### config.mk
export PLATFORM = sky130hd
export DESIGN_NAME = hpi_basis
export DESIGN_NICKNAME = d
export VERILOG_FILES = /design/src/design/hpi_pkg.sv /design/src/design/hpi_basis.sv
export SDC_FILE = /design/constraint.sdc
export NUM_CORES = 1
export LEC_CHECK = 0
export BUFFER_PORTS_ARGS = -buffer_cell sky130_fd_sc_hd__buf_2
export CAP_MARGIN = 20
export CORE_MARGIN = 2
export CORE_UTILIZATION = 53
export DETAILED_ROUTE_END_ITERATION = 16
export PLACE_DENSITY = 0.74
export REMOVE_ABC_BUFFERS = 1
export SLEW_MARGIN = 0
export SYNTH_ARGS = -nofsm -noshare
export SYNTH_HDL_FRONTEND = slang
export SYNTH_SLANG_ARGS = --single-unit
### constraint.sdc
create_clock -name clk -period 10.85 [get_ports clk]
set_input_delay 0.5425 -clock clk [delete_from_list [all_inputs] [get_ports clk]]
set_output_delay 0.5425 -clock clk [all_outputs]
set_load 0.1 [all_outputs]
### src/design/hpi_pkg.sv
`timescale 1ns / 1ps

package hpi_pkg;

  // Stages from input register to output register.
  localparam int NUM_STAGES = 5;

  localparam int CFG_INDEX_BITS = 2;

  localparam logic [CFG_INDEX_BITS-1:0] REG_TENSION = 2'd0;
  localparam logic [CFG_INDEX_BITS-1:0] REG_BIAS    = 2'd1;

  // Per-stage load enables, shared by every datapath slice.
  typedef struct packed {
    logic [NUM_STAGES-1:0] adv;
  } hpi_ctrl_t;

endpackage

### src/design/hpi_basis.sv
`timescale 1ns / 1ps

// Powers of t and the four Hermite basis weights, three stages deep.
module hpi_basis
  import hpi_pkg::*;
#(
  parameter int FRAC_BITS = 16
) (
  input  logic                        clk,
  input  hpi_ctrl_t                   ctrl,
  input  logic [FRAC_BITS:0]          t_value,
  output logic signed [FRAC_BITS+3:0] u0,
  output logic signed [FRAC_BITS+3:0] u1,
  output logic signed [FRAC_BITS+3:0] u2,
  output logic signed [FRAC_BITS+3:0] u3
);

  localparam int TW = FRAC_BITS + 1;
  localparam int SW = 2 * FRAC_BITS + 2;
  localparam int UW = FRAC_BITS + 4;
  localparam logic [TW-1:0]        ONE_T = TW'(1) << FRAC_BITS;
  localparam logic [SW:0]          HALF  = (SW+1)'(1) << (FRAC_BITS - 1);
  localparam logic signed [UW-1:0] ONE_U = UW'(1) << FRAC_BITS;

  logic [TW-1:0] tc_next;
  logic [SW-1:0] tsq_next;
  logic [TW-1:0] tc_0;
  logic [SW-1:0] tsq_0;

  logic [SW:0]   tsq_rnd;
  logic [TW-1:0] t2_next;
  logic [SW-1:0] tcu_next;
  logic [TW-1:0] t_1;
  logic [TW-1:0] t2_1;
  logic [SW-1:0] tcu_1;

  logic [SW:0]          tcu_rnd;
  logic signed [UW-1:0] ts;
  logic signed [UW-1:0] t2s;
  logic signed [UW-1:0] t3s;

  assign tc_next  = (t_value > ONE_T) ? ONE_T : t_value;
  assign tsq_next = SW'(tc_next) * SW'(tc_next);

  // Products of nonnegative values: rounding is a plain add of one half.
  assign tsq_rnd  = (SW+1)'(tsq_0) + HALF;
  assign t2_next  = TW'(tsq_rnd >> FRAC_BITS);
  assign tcu_next = SW'(tc_0) * SW'(t2_next);

  assign tcu_rnd = (SW+1)'(tcu_1) + HALF;
  assign ts      = signed'(UW'(t_1));
  assign t2s     = signed'(UW'(t2_1));
  assign t3s     = signed'(UW'(tcu_rnd >> FRAC_BITS));

  always_ff @(posedge clk) begin
    if (ctrl.adv[0]) begin
      tc_0  <= tc_next;
      tsq_0 <= tsq_next;
    end
    if (ctrl.adv[1]) begin
      t_1   <= tc_0;
      t2_1  <= t2_next;
      tcu_1 <= tcu_next;
    end
    if (ctrl.adv[2]) begin
      u0 <= (t3s <<< 1) - (t2s + (t2s <<< 1)) + ONE_U;
      u1 <= t3s - (t2s <<< 1) + ts;
      u2 <= t3s - t2s;
      u3 <= (t2s + (t2s <<< 1)) - (t3s <<< 1);
    end
  end

endmodule

==> results.json <==
{
  "status": "complete, no violations",
  "antenna_found_initial": 0,
  "synth.most_common_cell": "inv_1",
  "antenna_left": 0,
  "path_clk_slew_ps": 70,
  "routedWlPerCell_um": 16.27,
  "ys_ff_latch": 167,
  "dp.final_hpwl_mm": 45.42,
  "path_buf_inv": 7,
  "final_cell_area_um2": 28810,
  "seq_area_um2": 5015,
  "insertion_delay_ps": 440,
  "grt_usage_pct": 22.86,
  "setup_tns_ps": 0,
  "yosysTopAreaCellShare_pct": 32.20,
  "seq_area_frac_synth_pct": 18.67,
  "drt-vias-per-instance": 5.375,
  "multiInputGateArea_um2": 19340,
  "synth.cell_area_um2": 26860,
  "postSynthAreaPerCell_um2": 9.745,
  "cp_slowest_stage_delay_ps": 580,
  "gp_congestion": 0.8974,
  "hold_path.class": "in2reg",
  "finalHoldViolations": 0,
  "fin_crit_sh_pct": 77.15,
  "grt_max_degree": 80,
  "crit_path_frequent_cell": "fa_1",
  "rsz0062_at_grt": "no",
  "die_area_um2": 52490,
  "initialDrtViolationCount": 1167,
  "cpLargestDelayFamily": "adder cells",
  "cts_buffers": 17,
  "synth-edff-count": 167,
  "post-cts-setup-buffers": 0,
  "via_count": 18970,
  "root_buffer": "clkbuf_16",
  "grt_overflow_total": 0,
  "num-fill-cells": 4229,
  "syn_inst": 2756,
  "slowest_stage": "or4_1",
  "whs_ps": 497.6,
  "dieWidth_um": 229.1,
  "grt_pass1_wl_mm": 97.28,
  "yosys_warnings": 0,
  "antennaDiodeCount": 0,
  "portBuffers": 100,
  "drv_cap": 0,
  "ctsHoldBuffers": 0,
  "cts_buffer_depth": 2,
  "placed_area_um2": 28210,
  "dp_slack_ps": 2085,
  "final_max_slew_viol_count": 0,
  "area_growth_pct": 7.263,
  "crit_required_ps": 11160,
  "worst_pin_slew_ps": 1081,
  "drt_wl_total_mm": 57.44,
  "slew_headroom_pct": 27.60,
  "setup_viol": 0,
  "dr.pass1.iters": 6,
  "ios": 103,
  "arrival_ps": 8680,
  "startpoint_type": "input pin",
  "critPathMaxFanout": 65,
  "cp-end-kind": "flop",
  "drc_errors": 0,
  "min_period_ps": 8371,
  "cts_resized": 0,
  "final_nets": 3617,
  "core-area_um2": 50070,
  "synthArstFlopShare_pct": 0,
  "synth_ff_type": "edfxtp_1",
  "final_layout_size_suffix_gt1_share_pct": 6.018,
  "synth_top_area_cell": "fa_1",
  "grt_pass1_vias": 20580,
  "rows": 82,
  "clock_sinks": 167,
  "start_util_pct": 53.64,
  "max_freq_mhz": 119.5,
  "htree_levels": 4,
  "crit_type": "in2reg",
  "cts_tree": "built",
  "synth_area_leaders": "fa_1, edfxtp_1, ha_1",
  "finalWorstSetupSlack_ps": 2479,
  "die_y_um": 229.1,
  "skew_ps": 11.45,
  "synth_cell_type_count": 63,
  "synth_common_cells": "inv_1, fa_1, ha_1"
}
[cells in the final DEF, fill, tap and decap left out, drive strengths merged, types with 11 or more instances in the layout]
| cell | count |
|---|---|
| xnor2 | 110 |
| a211oi | 11 |
| o21bai | 12 |
| clkbuf | 17 |
| nor2b | 18 |
| o211ai | 11 |
| xor2 | 45 |
| nand2 | 305 |
| o21a | 21 |
| nor3 | 29 |
| ha | 317 |
| fa | 432 |
| conb | 24 |
| a21oi | 76 |
| nor2 | 76 |
| o21ai | 42 |
| and2 | 139 |
| buf | 118 |
| and3 | 73 |
| inv | 637 |
| nand3 | 44 |
| a21o | 34 |
| edfxtp | 167 |
[through the flow]
step / utilization, % / instances
CTS: 57.54 / 3530
global route: 57.54 / 3530
detailed placement: 56.34 / 3498
finish: 57.54 / 3530
global placement: 56.34 / 3498
floorplan: - / 2708
[flip-flops by register name, indices dropped and copies added (netlist names)]
| register | cells |
|---|---|
| tsq_0 | 18 |
| t2_1 | 17 |
| u0 | 20 |
| u3 | 19 |
| tc_0 | 17 |
| u2 | 20 |
| u1 | 20 |
| tcu_1 | 19 |
| t_1 | 17 |
[cell families (layout without fill, tap and decap cells)]
| group | count (synthesis) | count (layout) | share of synthesized area [%] |
|---|---|---|---|
| fa+ha+maj | 749 | 749 | 46.97 |
| simple gates | 722 | 722 | 13.09 |
| buf+inv | 703 | 783 | 9.848 |
| compound gates | 257 | 257 | 6.303 |
| flops | 167 | 167 | 18.67 |
| xor+xnor | 155 | 155 | 5.054 |
| other cells | 2 | 24 | 0.02796 |
| mux | 1 | 1 | 0.04192 |
[worst paths after layout]
path          startpoint         to  slack (ps)  cells past startpoint
max          t_value[13]  tsq_0[32]        2480                     27
max reg2reg    tsq_0[18]  tcu_1[32]        2600                     26
min reg2reg      t2_1[0]      u0[0]         550                      0
min          t_value[16]   tc_0[16]         500                      1
[area by class of cell]
type                            count  share of cell area (%)
Inverter                          633                   8.248
Clock buffer                       17                   1.477
Timing Repair Buffer              118                   2.215
Clock inverter                     15                  0.6124
Multi-Input combinational cell   1908                   67.12
Sequential cell                   167                   17.41
Tap cell                          672                   2.919
[per-layer routing]
layer / GRT usage [%] / vias up / share of wire, %
li1: - / 8781 / -
met1: 28.79 / 9365 / 41
met2: 40.49 / 684 / 49
met3: 3.088 / 143 / 6.4
met4: 7.772 / 0 / 3.2
met5: 0 / - / 0
Power is left out: the tool's default activity adds up to more than one toggle a clock period on the data nets, which glitch-free logic cannot reach.
