**src/design/hpi_pkg.sv**
```systemverilog
`timescale 1ns / 1ps

package hpi_pkg;

  // Stages from input register to output register.
  localparam int NUM_STAGES = 5;

  localparam int CFG_INDEX_BITS = 2;

  localparam logic [CFG_INDEX_BITS-1:0] REG_TENSION = 2'd0;
  localparam logic [CFG_INDEX_BITS-1:0] REG_BIAS    = 2'd1;

  // Per-stage load enables, shared by every datapath slice.
  typedef struct packed {
    logic [NUM_STAGES-1:0] adv;
  } hpi_ctrl_t;

endpackage

```
**src/design/hpi_weights.sv**
```systemverilog
`timescale 1ns / 1ps

module hpi_weights
  import hpi_pkg::*;
#(
  parameter int FRAC_BITS = 16
) (
  input  logic                      clk,
  input  logic                      rst,
  input  logic                      cfg_valid,
  input  logic [CFG_INDEX_BITS-1:0] cfg_index,
  input  logic [FRAC_BITS+1:0]      cfg_data,
  output logic [FRAC_BITS+1:0]      aa,
  output logic [FRAC_BITS+1:0]      bb
);

  localparam int RW = FRAC_BITS + 2;
  localparam int PW = 2 * FRAC_BITS + 4;
  localparam logic signed [RW-1:0] ONE_Q     = RW'(1) << FRAC_BITS;
  localparam logic signed [RW-1:0] NEG_ONE_Q = -ONE_Q;
  localparam logic signed [RW:0]   ONE_W     = (RW+1)'(1) << FRAC_BITS;
  localparam logic [PW-1:0]        HALF      = PW'(1) << FRAC_BITS;
  localparam logic [RW-1:0]        AA_RESET  = RW'(1) << (FRAC_BITS - 1);

  logic signed [RW-1:0] tension;
  logic signed [RW-1:0] bias;
  logic signed [RW-1:0] wdata;
  logic signed [RW-1:0] wclamp;
  logic signed [RW:0]   opb_s;
  logic signed [RW:0]   omb_s;
  logic signed [RW:0]   omt_s;
  logic [PW-1:0]        aa_prod;
  logic [PW-1:0]        bb_prod;
  logic [RW-1:0]        aa_next;
  logic [RW-1:0]        bb_next;

  // Registers hold the value already limited to -1.0 .. 1.0.
  assign wdata  = signed'(cfg_data);
  assign wclamp = (wdata > ONE_Q) ? ONE_Q : ((wdata < NEG_ONE_Q) ? NEG_ONE_Q : wdata);

  always_ff @(posedge clk) begin
    if (rst) begin
      tension <= '0;
      bias    <= '0;
    end else if (cfg_valid) begin
      case (cfg_index)
        REG_TENSION: tension <= wclamp;
        REG_BIAS:    bias    <= wclamp;
        default: ;
      endcase
    end
  end

  // All three factors lie in 0 .. 2.0, so the products are unsigned.
  assign opb_s   = ONE_W + {bias[RW-1], bias};
  assign omb_s   = ONE_W - {bias[RW-1], bias};
  assign omt_s   = ONE_W - {tension[RW-1], tension};
  assign aa_prod = PW'(opb_s[RW-1:0]) * PW'(omt_s[RW-1:0]);
  assign bb_prod = PW'(omb_s[RW-1:0]) * PW'(omt_s[RW-1:0]);
  assign aa_next = RW'((aa_prod + HALF) >> (FRAC_BITS + 1));
  assign bb_next = RW'((bb_prod + HALF) >> (FRAC_BITS + 1));

  always_ff @(posedge clk) begin
    if (rst) begin
      aa <= AA_RESET;
      bb <= AA_RESET;
    end else begin
      aa <= aa_next;
      bb <= bb_next;
    end
  end

endmodule

```
**config.mk**
```make
export PLATFORM = sky130hd
export DESIGN_NAME = hpi_weights
export DESIGN_NICKNAME = d
export VERILOG_FILES = /design/src/design/hpi_pkg.sv /design/src/design/hpi_weights.sv
export SDC_FILE = /design/constraint.sdc
export NUM_CORES = 2
export LEC_CHECK = 0
export ABC_AREA = 1
export BUFFER_PORTS_ARGS = -buffer_cell sky130_fd_sc_hd__buf_2
export CAP_MARGIN = 20
export CORE_MARGIN = 8
export CORE_UTILIZATION = 50
export CTS_BUF_LIST = sky130_fd_sc_hd__clkbuf_4 sky130_fd_sc_hd__clkbuf_8 sky130_fd_sc_hd__clkbuf_16
export DETAILED_ROUTE_END_ITERATION = 16
export GPL_TIMING_DRIVEN = 1
export PLACE_DENSITY = 0.76
export SYNTH_ARGS = -nofsm -noshare
export SYNTH_HDL_FRONTEND = slang
export SYNTH_SLANG_ARGS = --single-unit
```
**constraint.sdc**
```tcl
create_clock -name clk -period 6.2 [get_ports clk]
set_input_delay 0.93 -clock clk [delete_from_list [all_inputs] [get_ports clk]]
set_output_delay 0.93 -clock clk [all_outputs]
set_load 0.01 [all_outputs]
```
==> results.py <==
metrics = {
    "worst_setup_path": {
        "cp_max_fo": 6,
        "required_ns": 6.48,
        "worstReg2RegStart": "tension[1]",
        "reg2reg_to": "aa[17]",
        "path_common_cell": "nand2_1",
        "r2r_slack_ns": -0.12,
        "cp-start-kind": "flip-flop",
        "cpMaxStageDelayCell": "fa_1",
        "critPathKind": "reg -> reg",
        "setup.worst_path.end_class": "flip-flop",
        "cp.arrival_ns": 6.60,
        "ff2ff_path_depth": 33,
        "slowest_delay_ns": 0.50,
    },
    "grt": {
        "grt_max_degree": 53,
        "grt_pass1_vias": 22200,
        "grt_pass1_wl_mm": 113,
        "grt_use_total_pct": 25.1,
        "grt_overflow": 0,
        "antenna_found_initial": 1,
    },
    "die": {
        "dieArea_sq_um": 56700,
        "fp.dieH_um": 238,
        "rows": 81,
        "die_w_um": 238,
        "coreArea_sq_um": 48800,
        "pin_count": 59,
        "start_util_pct": 50.5,
    },
    "synthesis": {
        "avgSynthCellArea_sq_um": 7.68,
        "yosysWarnings": 0,
        "postSynthCellCount": 3209,
        "synthesis.nets": 3976,
        "async_reset_ff_share_pct": 0,
        "synth_ff_type": "dfxtp_1",
        "yosys.cell_types.count": 50,
        "synth_edf_count": 0,
        "ys_seq_area_share_pct": 5.85,
        "ys_ff_latch": 72,
        "syn_area_sq_um": 24600,
    },
    "clocking": {
        "root_buffer": "clkbuf_16",
        "clk_path_buf_depth": 2,
        "clk_latency_ns": 0.38,
        "ctsHoldBuffers": 0,
        "cts_tree": "built",
        "cts_sinks": 72,
        "h-tree-depth": 3,
        "clk_pin_slew_ns": 0.07,
        "cts-buffers-inserted": 9,
    },
    "sta": {
        "period_minus_slack_ns": 6.32,
        "layout_setup_ws_ns": -0.120,
        "fmax_mhz": 158,
        "setup_viol": 15,
        "final_max_slew_viol_count": 0,
        "post-route-period-util_pct": 102,
        "hold_viol": 0,
        "worst_pin_slew_ns": 0.578,
        "grt_setup_unrepaired": "yes",
        "fin_skew_ns": 0.0109,
        "relSlewSlack_pct": 61.5,
    },
    "layout": {
        "multi_input_area_sq_um": 20700,
        "layout.cells.non_filler": 4134,
        "regArea_sq_um": 1450,
        "nets": 4233,
        "drive_above_1_share_pct": 20.1,
        "area_growth_pct": 19.3,
        "n_fill_cell": 4136,
        "insertedDiodeCount": 0,
    },
    "detailed_routing": {
        "routedWlPerCell_um": 17.4,
        "drt_iter0_markers": 2022,
        "first_pass_iters": 6,
        "drc": 0,
        "ant_nets": 0,
        "vias_per_cell": 5.37,
        "via_count": 22200,
        "wl_mm": 72.1,
    },
    "placed_design": {
        "dp_cells": 4087,
        "hpwl_mm": 57.8,
        "place.gp.congestion": 0.963,
        "port_buffers": 58,
    },
    "worst_hold_path": {
        "worst_hold_path_type": "reg -> reg",
        "hp-start": "tension[17]",
        "min_to": "tension[17]",
        "whs_path_depth": 2,
    },
    "job": {
        "cap_violations": 0,
    },
    "outcome": {
        "violations": "setup timing",
        "status": "finished with violations",
    },
}
==> synth_stat cells (2+ instances only) <==
cell type  number  area (sq um)
a211oi_1        3          22.5
a21o_1          8          60.1
a21oi_1       119           596
a31oi_1         7          43.8
and2_1          2          12.5
and3_1          6          37.5
buf_1           4          15.0
buf_2          35           175
buf_4           5          37.5
buf_6          11           124
clkbuf_1       63           236
clkinv_1        2          7.51
dfxtp_1        72          1440
fa_1          510         10200
ha_1          234          2930
inv_1         795          2980
inv_2          16          60.1
nand2_1       693          2600
nand2_2         6          37.5
nand3_1        69           345
nand3_2         2          20.0
nand3b_1        2          15.0
nand4_1        18           113
nor2_1        331          1240
nor2_2         24           150
nor2_4         14           158
nor3_1         11          55.1
nor4_1          8          50.1
o211a_1         2          20.0
o211ai_1        3          22.5
o21a_1          6          45.0
o21ai_0        83           415
o21ai_1         5          25.0
o21bai_1       11          82.6
or2_2           5          31.3
xnor2_1         9          78.8
xor2_1          2          17.5
==> state kept, by name, indices dropped and copies added (netlist names) <==
signal   count
aa          18
bb          18
bias        18
tension     18
==> cell type report <==
cell class                      instances  share of cell area [%]
Timing Repair Buffer                  365                    10.0
Clock inverter                          4                   0.264
Sequential cell                        72                    4.95
Clock buffer                           11                   0.860
Inverter                              815                    10.6
Tap cell                              664                    2.83
Multi-Input combinational cell       2203                    70.5
==> cells in the final DEF (no fill, tap or decap), drive strengths merged, types with 2 or more instances in the layout <==
master | netlist | layout
o21bai | 11 | 11
nand4 | 19 | 19
nand3 | 71 | 71
dfxtp | 72 | 72
o21ai | 88 | 88
and2 | 2 | 2
xnor2 | 9 | 9
nand2 | 700 | 701
nand3b | 2 | 2
or2 | 6 | 6
ha | 234 | 234
buf | 56 | 364
o211ai | 3 | 3
inv | 812 | 808
clkbuf | 64 | 12
a21oi | 119 | 119
clkinv | 3 | 8
and3 | 6 | 6
xor2 | 3 | 3
nor2 | 369 | 369
a31oi | 7 | 7
bufinv | 0 | 2
nor4 | 8 | 8
a211oi | 3 | 3
nor3 | 12 | 12
o21a | 6 | 6
a21o | 8 | 8
fa | 510 | 510
o211a | 2 | 2
==> repair_timing <==
| action | in CTS | in global routing |
|---|---|---|
| endpoints found under the setup margin | 26 | 36 |
| setup buffers | 14 | 16 |
| gates resized for setup | 95 | 242 |
| pin swaps | 33 | 79 |
| cloned | 1 | 2 |
==> kinds of logic after synthesis <==
family          count (synthesis)  synth area share, %
fa+ha+maj                     744                 53.3
buf+inv                       935                 14.9
xor+xnor                       12                0.457
flops                          72                 5.85
simple gates                 1196                 20.0
compound gates                250                 5.51
==> metrics by stage <==
stage / TNS [ns] / worst slack, ns / hold slack (ns) / cell area (sq um) / util (%)
floorplan: 0 / 0.0123 / 0.445 / 24700 / -
global placement: -1.02 / -0.250 / 0.464 / 27600 / 56.5
detailed placement: -2.50 / -0.315 / 0.472 / 27600 / 56.5
CTS: -0.0786 / -0.0254 / 0.481 / 28500 / 58.2
global route: -8.52 / -0.404 / 0.526 / 29400 / 60.2
finish: -0.900 / -0.120 / 0.487 / 29400 / 60.2
==> critical path: cells and delay by family, from the launching register on <==
kind                     cells  cell delay [ns]
AND/OR/NAND/NOR             20             2.28
flip-flops                   1             0.37
adder cells (fa/ha/maj)      8             3.08
buffers and inverters        5             0.48
==> worst max path at each step <==
stage,endpoint,from,cells after the start
after floorplan,bb[16],bias[0],33
after global placement,bb[15],bias[0],24
after detailed placement,bb[15],bias[0],24
after CTS,bb[9],tension[0],31
after global routing,bb[17],tension[1],33
final,aa[17],tension[1],33
==> layer usage <==
metal	up-vias	global-route usage (%)	share of wire, %
li1	9921	-	-
met1	10900	32.3	38
met2	1177	41.3	47
met3	249	4.16	10
met4	2	11.8	5.4
met5	-	0	0.024
Power is left out: the tool's default activity adds up to more than one toggle a clock period on the data nets, which glitch-free logic cannot reach.
